--- src/rtl/rfd_pkg.sv ---
// Shared constants and controller/datapath interface types for the frame deframer.
package rfd_pkg;

    localparam int MAX_FRAME = 64;
    localparam int ADDR_W    = $clog2(MAX_FRAME);
    localparam int CMP_W     = 10;

    localparam logic [7:0] TAIL_FILL = 8'hFF;
    localparam logic [7:0] MIN_LEN   = 8'd2;
    localparam logic [7:0] TAIL_LEN  = 8'd3;

    // Configuration register indexes
    localparam logic [2:0] REG_NET_ID   = 3'd0;
    localparam logic [2:0] REG_START    = 3'd1;
    localparam logic [2:0] REG_END      = 3'd2;
    localparam logic [2:0] REG_PROTOCOL = 3'd3;
    localparam logic [2:0] REG_CODE_A   = 3'd4;
    localparam logic [2:0] REG_CODE_B   = 3'd5;
    localparam logic [2:0] REG_CODE_C   = 3'd6;
    localparam logic [2:0] REG_CODE_D   = 3'd7;

    typedef struct packed {
        logic load_len;
        logic write_body;
        logic rd_en;
    } t_cmd;

    typedef struct packed {
        logic start_match;
        logic net_hi_match;
        logic net_lo_match;
        logic len_ok;
        logic body_last;
        logic frame_good;
        logic rd_last;
        logic out_free;
    } t_status;

endpackage

--- src/rtl/rfd_ctrl.sv ---
// Frame deframer controller: header hunt, body collection and drain sequencing.
module rfd_ctrl
    import rfd_pkg::*;
(
    input  logic    i_clk,
    input  logic    i_rst_n,
    input  logic    i_in_valid,
    output logic    o_in_stall,
    input  t_status i_status,
    output t_cmd    o_cmd
);

    typedef enum logic [2:0] {
        S_HUNT,
        S_NET_HI,
        S_NET_LO,
        S_LEN,
        S_BODY,
        S_DRAIN
    } t_state;

    t_state r_state;
    t_state n_state;
    logic   w_acc;

    assign o_in_stall = (r_state == S_DRAIN);
    assign w_acc      = i_in_valid && (r_state != S_DRAIN);

    always_comb begin
        n_state          = r_state;
        o_cmd.load_len   = 1'b0;
        o_cmd.write_body = 1'b0;
        o_cmd.rd_en      = 1'b0;
        case (r_state)
            S_HUNT: begin
                if (w_acc && i_status.start_match) begin
                    n_state = S_NET_HI;
                end
            end
            S_NET_HI: begin
                if (w_acc) begin
                    if (i_status.net_hi_match) begin
                        n_state = S_NET_LO;
                    end else begin
                        n_state = i_status.start_match ? S_NET_HI : S_HUNT;
                    end
                end
            end
            S_NET_LO: begin
                if (w_acc) begin
                    if (i_status.net_lo_match) begin
                        n_state = S_LEN;
                    end else begin
                        n_state = i_status.start_match ? S_NET_HI : S_HUNT;
                    end
                end
            end
            S_LEN: begin
                if (w_acc) begin
                    o_cmd.load_len = 1'b1;
                    n_state = i_status.len_ok ? S_BODY : S_HUNT;
                end
            end
            S_BODY: begin
                if (w_acc) begin
                    o_cmd.write_body = 1'b1;
                    if (i_status.body_last) begin
                        n_state = i_status.frame_good ? S_DRAIN : S_HUNT;
                    end
                end
            end
            S_DRAIN: begin
                // advance one word whenever the output register frees up
                o_cmd.rd_en = i_status.out_free;
                if (i_status.out_free && i_status.rd_last) begin
                    n_state = S_HUNT;
                end
            end
            default: begin
                n_state = S_HUNT;
            end
        endcase
    end

    always_ff @(posedge i_clk) begin
        if (!i_rst_n) begin
            r_state <= S_HUNT;
        end else begin
            r_state <= n_state;
        end
    end

endmodule

--- src/rtl/rfd_datapath.sv ---
// Frame deframer datapath: config registers, byte compares, body store and output register.
module rfd_datapath
    import rfd_pkg::*;
(
    input  logic        i_clk,
    input  logic        i_rst_n,
    input  logic        i_cfg_we,
    input  logic [2:0]  i_cfg_index,
    input  logic [15:0] i_cfg_data,
    input  logic [7:0]  i_rx_byte,
    input  t_cmd        i_cmd,
    output t_status     o_status,
    input  logic        i_out_stall,
    output logic        o_out_valid,
    output logic [7:0]  o_payload_byte,
    output logic        o_is_command,
    output logic        o_last_byte
);

    logic [15:0]       r_net_id;
    logic [7:0]        r_start;
    logic [7:0]        r_end;
    logic [7:0]        r_protocol;
    logic [7:0]        r_code_a;
    logic [7:0]        r_code_b;
    logic [7:0]        r_code_c;
    logic [7:0]        r_code_d;

    logic [7:0]        r_len;
    logic [ADDR_W-1:0] r_cnt;
    logic [ADDR_W-1:0] r_rd;
    logic              r_proto_ok;
    logic              r_code_ok;
    logic              r_ff1_ok;
    logic              r_ff2_ok;

    logic [7:0]        r_mem [MAX_FRAME];
    logic [7:0]        r_rd_data;
    logic              r_is_cmd;
    logic              r_last;
    logic              r_out_valid;

    logic [CMP_W-1:0]  w_cnt_x;
    logic [CMP_W-1:0]  w_rd_x;
    logic [CMP_W-1:0]  w_len_x;
    logic [CMP_W-1:0]  w_rx_x;
    logic              w_code_hit;

    assign w_cnt_x = CMP_W'(r_cnt);
    assign w_rd_x  = CMP_W'(r_rd);
    assign w_len_x = CMP_W'(r_len);
    assign w_rx_x  = CMP_W'(i_rx_byte);

    assign w_code_hit = (i_rx_byte == r_code_a) || (i_rx_byte == r_code_b) ||
                        (i_rx_byte == r_code_c) || (i_rx_byte == r_code_d);

    always_comb begin
        o_status.start_match  = (i_rx_byte == r_start);
        o_status.net_hi_match = (i_rx_byte == r_net_id[15:8]);
        o_status.net_lo_match = (i_rx_byte == r_net_id[7:0]);
        o_status.len_ok       = (i_rx_byte >= MIN_LEN) &&
                                (w_rx_x + CMP_W'(TAIL_LEN) <= CMP_W'(MAX_FRAME));
        o_status.body_last    = (w_cnt_x == w_len_x + CMP_W'(MIN_LEN));
        o_status.frame_good   = r_proto_ok && r_code_ok && r_ff1_ok && r_ff2_ok &&
                                (i_rx_byte == r_end);
        o_status.rd_last      = (w_rd_x == w_len_x - CMP_W'(1));
        o_status.out_free     = !r_out_valid || !i_out_stall;
    end

    always_ff @(posedge i_clk) begin
        if (!i_rst_n) begin
            r_net_id   <= 16'd0;
            r_start    <= 8'd2;
            r_end      <= 8'd3;
            r_protocol <= 8'd0;
            r_code_a   <= 8'd0;
            r_code_b   <= 8'd0;
            r_code_c   <= 8'd0;
            r_code_d   <= 8'd0;
        end else if (i_cfg_we) begin
            case (i_cfg_index)
                REG_NET_ID:   r_net_id   <= i_cfg_data;
                REG_START:    r_start    <= i_cfg_data[7:0];
                REG_END:      r_end      <= i_cfg_data[7:0];
                REG_PROTOCOL: r_protocol <= i_cfg_data[7:0];
                REG_CODE_A:   r_code_a   <= i_cfg_data[7:0];
                REG_CODE_B:   r_code_b   <= i_cfg_data[7:0];
                REG_CODE_C:   r_code_c   <= i_cfg_data[7:0];
                REG_CODE_D:   r_code_d   <= i_cfg_data[7:0];
                default: begin
                end
            endcase
        end
    end

    always_ff @(posedge i_clk) begin
        if (!i_rst_n) begin
            r_len <= 8'd0;
            r_cnt <= '0;
            r_rd  <= '0;
        end else begin
            if (i_cmd.load_len) begin
                r_len <= i_rx_byte;
                r_cnt <= '0;
                r_rd  <= ADDR_W'(1);
            end
            if (i_cmd.write_body) begin
                r_cnt <= r_cnt + ADDR_W'(1);
            end
            if (i_cmd.rd_en) begin
                r_rd <= r_rd + ADDR_W'(1);
            end
        end
    end

    // store the body and check protocol, command and tail as it streams in
    always_ff @(posedge i_clk) begin
        if (i_cmd.write_body) begin
            r_mem[r_cnt] <= i_rx_byte;
            if (w_cnt_x == CMP_W'(0)) begin
                r_proto_ok <= (i_rx_byte == r_protocol);
            end
            if (w_cnt_x == CMP_W'(1)) begin
                r_code_ok <= w_code_hit;
            end
            if (w_cnt_x == w_len_x) begin
                r_ff1_ok <= (i_rx_byte == TAIL_FILL);
            end
            if (w_cnt_x == w_len_x + CMP_W'(1)) begin
                r_ff2_ok <= (i_rx_byte == TAIL_FILL);
            end
        end
    end

    // memory read register doubles as the output word register
    always_ff @(posedge i_clk) begin
        if (i_cmd.rd_en) begin
            r_rd_data <= r_mem[r_rd];
            r_is_cmd  <= (w_rd_x == CMP_W'(1));
            r_last    <= o_status.rd_last;
        end
    end

    always_ff @(posedge i_clk) begin
        if (!i_rst_n) begin
            r_out_valid <= 1'b0;
        end else if (i_cmd.rd_en) begin
            r_out_valid <= 1'b1;
        end else if (!i_out_stall) begin
            r_out_valid <= 1'b0;
        end
    end

    assign o_out_valid    = r_out_valid;
    assign o_payload_byte = r_rd_data;
    assign o_is_command   = r_is_cmd;
    assign o_last_byte    = r_last;

endmodule

--- src/rtl/radio_frame_deframer.sv ---
// Radio frame deframer top level: controller and datapath.
//
//  channel | direction | handshake                | payload
//  --------+-----------+--------------------------+--------------------------------------
//  in      | in        | i_in_valid / o_in_stall  | i_rx_byte
//  out     | out       | o_out_valid / i_out_stall| o_payload_byte, o_is_command, o_last_byte
//  cfg     | in        | i_cfg_we                 | i_cfg_index, i_cfg_data
//
// One received word per cycle while hunting, matching the header or collecting the body.
// A good frame of length L then drains L-1 words, one per cycle at best, out of the
// single-port body store; input is stalled until the last word is read out.
// The output register lets the last word wait while the next header is taken.
// Synchronous active-low reset; the body store itself is not cleared.
module radio_frame_deframer
    import rfd_pkg::*;
(
    input  logic        i_clk,
    input  logic        i_rst_n,
    input  logic        i_cfg_we,
    input  logic [2:0]  i_cfg_index,
    input  logic [15:0] i_cfg_data,
    input  logic        i_in_valid,
    output logic        o_in_stall,
    input  logic [7:0]  i_rx_byte,
    output logic        o_out_valid,
    input  logic        i_out_stall,
    output logic [7:0]  o_payload_byte,
    output logic        o_is_command,
    output logic        o_last_byte
);

    t_cmd    w_cmd;
    t_status w_status;

    rfd_ctrl u_ctrl (
        .i_clk      (i_clk),
        .i_rst_n    (i_rst_n),
        .i_in_valid (i_in_valid),
        .o_in_stall (o_in_stall),
        .i_status   (w_status),
        .o_cmd      (w_cmd)
    );

    rfd_datapath u_datapath (
        .i_clk          (i_clk),
        .i_rst_n        (i_rst_n),
        .i_cfg_we       (i_cfg_we),
        .i_cfg_index    (i_cfg_index),
        .i_cfg_data     (i_cfg_data),
        .i_rx_byte      (i_rx_byte),
        .i_cmd          (w_cmd),
        .o_status       (w_status),
        .i_out_stall    (i_out_stall),
        .o_out_valid    (o_out_valid),
        .o_payload_byte (o_payload_byte),
        .o_is_command   (o_is_command),
        .o_last_byte    (o_last_byte)
    );

endmodule

--- config.mk ---
export PLATFORM = sky130hd
export DESIGN_NAME = radio_frame_deframer
export DESIGN_NICKNAME = d
export VERILOG_FILES = /design/src/rtl/rfd_pkg.sv /design/src/rtl/rfd_ctrl.sv /design/src/rtl/rfd_datapath.sv /design/src/rtl/radio_frame_deframer.sv
export SDC_FILE = /design/constraint.sdc
export NUM_CORES = 1
export LEC_CHECK = 0
export BUFFER_PORTS_ARGS = -buffer_cell sky130_fd_sc_hd__buf_2
export CELL_PAD_IN_SITES_DETAIL_PLACEMENT = 0
export CELL_PAD_IN_SITES_GLOBAL_PLACEMENT = 1
export CORE_ASPECT_RATIO = 1.5
export CORE_UTILIZATION = 58
export DETAILED_ROUTE_END_ITERATION = 12
export GPL_TIMING_DRIVEN = 0
export HOLD_SLACK_MARGIN = 0.08
export PLACE_DENSITY_LB_ADDON = 0.15
export SLEW_MARGIN = 20
export SYNTH_ARGS = -nofsm -noshare
export SYNTH_HDL_FRONTEND = slang
export SYNTH_SLANG_ARGS = --single-unit
export TNS_END_PERCENT = 20
--- constraint.sdc ---
create_clock -name i_clk -period 5.4 [get_ports i_clk]
set_input_delay 0.54 -clock i_clk [delete_from_list [all_inputs] [get_ports i_clk]]
set_output_delay 0.54 -clock i_clk [all_outputs]
set_load 0.01 [all_outputs]
==> flow_metrics.env <==
export IMPL_finalCritPeriodShare_pct=62.4
export IMPL_htreeDepth=2
export IMPL_cpMaxStageDelayCell="nor2_1"
export IMPL_cts_buffers=55
export IMPL_cellPowerDensity_nw_per_um2=328
export IMPL_crit_type="reg2reg"
export IMPL_grt_overflow=0
export IMPL_drive_gt1_share_pct=18.2
export IMPL_clock_latency_ns=0.60
export IMPL_grt_use_total_pct=28.0
export IMPL_ctsResizeCount=0
export IMPL_seq_area_frac_synth_pct=69.4
export IMPL_viasPerCell=6.15
export IMPL_tns_ns=0
export IMPL_die_width_um=173
export IMPL_drtIter0Drc=1345
export IMPL_die_h_um=259
export IMPL_hold_viol_final=0
export IMPL_synth_area_leaders="edfxtp_1, mux4_2, dfxtp_1, nand2_1, xnor2_1"
export IMPL_worstMarginPinSlew_ns=1.05
export IMPL_async_reset_ff_share_pct=0
export IMPL_synth_edf_count=526
export IMPL_worstPathRequired_ns=5.61
export IMPL_crit_buf_inv=1
export IMPL_antenna_found_initial=0
export IMPL_status="complete, no violations"
export IMPL_gp_congestion=0.898
export IMPL_critPathMaxFanout=10
export IMPL_initial_core_util_pct=59.2
export IMPL_cts_root_buf="clkbuf_16"
export IMPL_cp_common_cell="nor2_1"
export IMPL_cts_buffer_depth=3
export IMPL_synth_area_leader_cell="edfxtp_1"
export IMPL_setup_viol=0
export IMPL_hold_class="in2reg"
export IMPL_grt_max_degree=68
export IMPL_crit_start="u_ctrl.r_state[1]"
export IMPL_nets=1713
export IMPL_min_period_ns=3.37
export IMPL_yosys_most_used_dff="edfxtp_1"
export IMPL_post_drt_wl_per_cell_um=26.6
export IMPL_critical_path_top_delay_family="simple AND/OR/NAND/NOR gates"
export IMPL_rows=93
export IMPL_rsz0062_at_grt="no"
export IMPL_grt_pass1_vias=14500
export IMPL_dieArea_um2=44900
export IMPL_skew_ns=0.0123
export IMPL_drv_cap=0
export IMPL_grt_pass1_wl_um=91600
export IMPL_synthCells=1582
export IMPL_cts_tree="yes"
export IMPL_ys_seq_elements=622
export IMPL_synthDistinctLibCells=60
export IMPL_drt_wl_total_um=60800
export IMPL_arrival_ns=3.58
export IMPL_ios=44
export IMPL_ctsHoldBuffers=0
export IMPL_drc_errors=0
export IMPL_worstHoldStart="i_cfg_data[10]"
export IMPL_max_vdd_ir_drop_mv=0.283
export IMPL_startpoint_type="flip-flop"
export IMPL_cts_sinks=622
export IMPL_synth_top_area_share_pct=61.8
export IMPL_path_cells="buf_2, nor2_1, nand3_1, nor2_1, nand3_1, nor2_1"
export IMPL_syn2layout_area_growth_pct=10.4
export IMPL_clk_pin_slew_ns=0.06
export IMPL_max_freq_mhz=297
export IMPL_postRouteAntennaNets=0
export IMPL_core_area_um2=43200
export IMPL_firstDrtPassIters=5
export IMPL_antenna_diode_count=0
export IMPL_io_buffers=33
export IMPL_cts_setup_buffers=0
export IMPL_relSlewSlack_pct=29.9
export IMPL_via_count=14100
export IMPL_syn_area_um2=25500
export IMPL_synth_warnings=0
export IMPL_synth_nets=1623
export IMPL_r2r_start="u_ctrl.r_state[1]"
export IMPL_slew_violations=0
export IMPL_endpoint_kind="flip-flop"
export IMPL_avgSynthCellArea_um2=16.1
export IMPL_hpwl_um=40300
export IMPL_max_stage_delay_ns=0.92
export IMPL_p_leak_nw=8.85
export IMPL_holdWs_ns=0.182
==> worst paths after layout <==
| path | to | slack, ns | cells past startpoint |
|---|---|---|---|
| worst min register to register | u_datapath.r_net_id[9] | 0.47 | 2 |
| worst min-delay path | u_datapath.r_net_id[10] | 0.18 | 3 |
| worst max register to register | u_datapath.r_mem[35][7] | 2.03 | 6 |
| worst max-delay path | u_datapath.r_mem[35][7] | 2.03 | 6 |
==> cell type report <==
type / instances / area, um2
flip-flops and latches: 622 / 17700
fillers: 3025 / 15000
multi-input cells: 853 / 7290
clock buffers: 60 / 1420
well taps: 570 / 713
plain buffers: 94 / 484
clock inverters: 44 / 353
repair buffers: 33 / 185
inverters: 13 / 48.8
==> flip-flops by register name (all words and copies together), names as in the netlist, 6 cells and up <==
| register | cells |
|---|---|
| u_datapath.r_code_a | 8 |
| u_datapath.r_protocol | 8 |
| u_datapath.r_end | 8 |
| u_datapath.r_code_b | 8 |
| u_datapath.r_len | 8 |
| u_datapath.r_net_id | 16 |
| u_datapath.r_cnt | 6 |
| u_datapath.o_payload_byte | 8 |
| u_datapath.r_rd | 6 |
| u_datapath.r_mem | 512 |
| u_datapath.r_code_c | 8 |
| u_datapath.r_code_d | 8 |
| u_datapath.r_start | 8 |
==> layout by cell type, fill, tap and decap left out, types with 7 or more instances in the layout <==
cell type,instances
a21oi_1,88
a221oi_1,8
a31oi_1,10
and3_1,7
buf_1,10
buf_2,51
buf_4,11
clkbuf_1,47
clkbuf_16,56
clkinv_1,20
clkinv_2,13
dfxtp_1,96
edfxtp_1,526
ha_1,9
inv_1,9
mux2_2,7
mux2i_1,21
mux4_2,140
nand2_1,206
nand3_1,29
nand4_1,16
nor2_1,103
nor2b_1,9
nor3_1,7
nor4_1,9
o21ai_0,20
xnor2_1,52
xor2_1,37
==> cells by family (layout without fill, tap and decap cells) <==
logic type / after synthesis / after routing / synth area share [%]
flops: 622 / 622 / 69.4
simple gates: 417 / 417 / 7.19
mux: 174 / 174 / 14.1
compound gates: 164 / 164 / 3.77
buf+inv: 107 / 244 / 2.09
xor+xnor: 89 / 89 / 3.05
fa+ha+maj: 9 / 9 / 0.441
==> cells in the mapped netlist (all sizes together), types with 2 or more instances <==
cell type,number
o211ai,3
or3b,2
mux4,146
mux2i,21
nor4b,3
o21a,2
or4,4
or3,3
xnor2,52
edfxtp,526
clkbuf,46
o22ai,2
buf,48
nor4,10
a211oi,4
o31a,3
inv,11
nand2,206
a21boi,2
mux2,7
clkinv,2
nor2,103
a22oi,6
a31oi,10
ha,9
xor2,37
dfxtp,96
o32a,2
and2,2
o21ai,26
a21oi,89
and3,7
a221oi,8
nor2b,9
nand2b,5
o2111ai,3
nand3b,5
or2,3
nand3,29
nand4,16
nor3,7
==> worst min-delay path: cells and delay by family <==
| kind | cells | cell delay (ns) |
|---|---|---|
| buffers and inverters | 1 | 0.09 |
| AOI/OAI and AO/OA | 1 | 0.05 |
| and+or+nand+nor | 1 | 0.04 |
==> power breakdown <==
group	switching, mW	leakage [nW]	internal (mW)
clock	1.72	0.857	2.13
combinational	0.150	2.50	0.0468
sequential	0.00763	5.50	5.21
total	1.88	8.85	7.39
==> per-layer routing <==
| layer | wire [um] | track usage (%) |
|---|---|---|
| met1 | 22500 | 34.3 |
| met2 | 32600 | 50.7 |
| met3 | 3480 | 3.50 |
| met4 | 2310 | 10.6 |
| met5 | 0 | 0 |
==> metrics by stage <==
step                      instance area [um2]  total power [mW]  util (%)  instances  setup WS, ns
after floorplan                         25500              5.40         -       1582          3.09
after global placement                  26400              5.51      61.2       2185          1.93
after detailed placement                26400              5.52      61.2       2185          1.93
after CTS                               28200              9.30      65.3       2289          2.07
after global routing                    28200              9.48      65.3       2289          1.71
final                                   28200              9.27      65.3       2289          2.03
(Power assumes the default switching activity.)
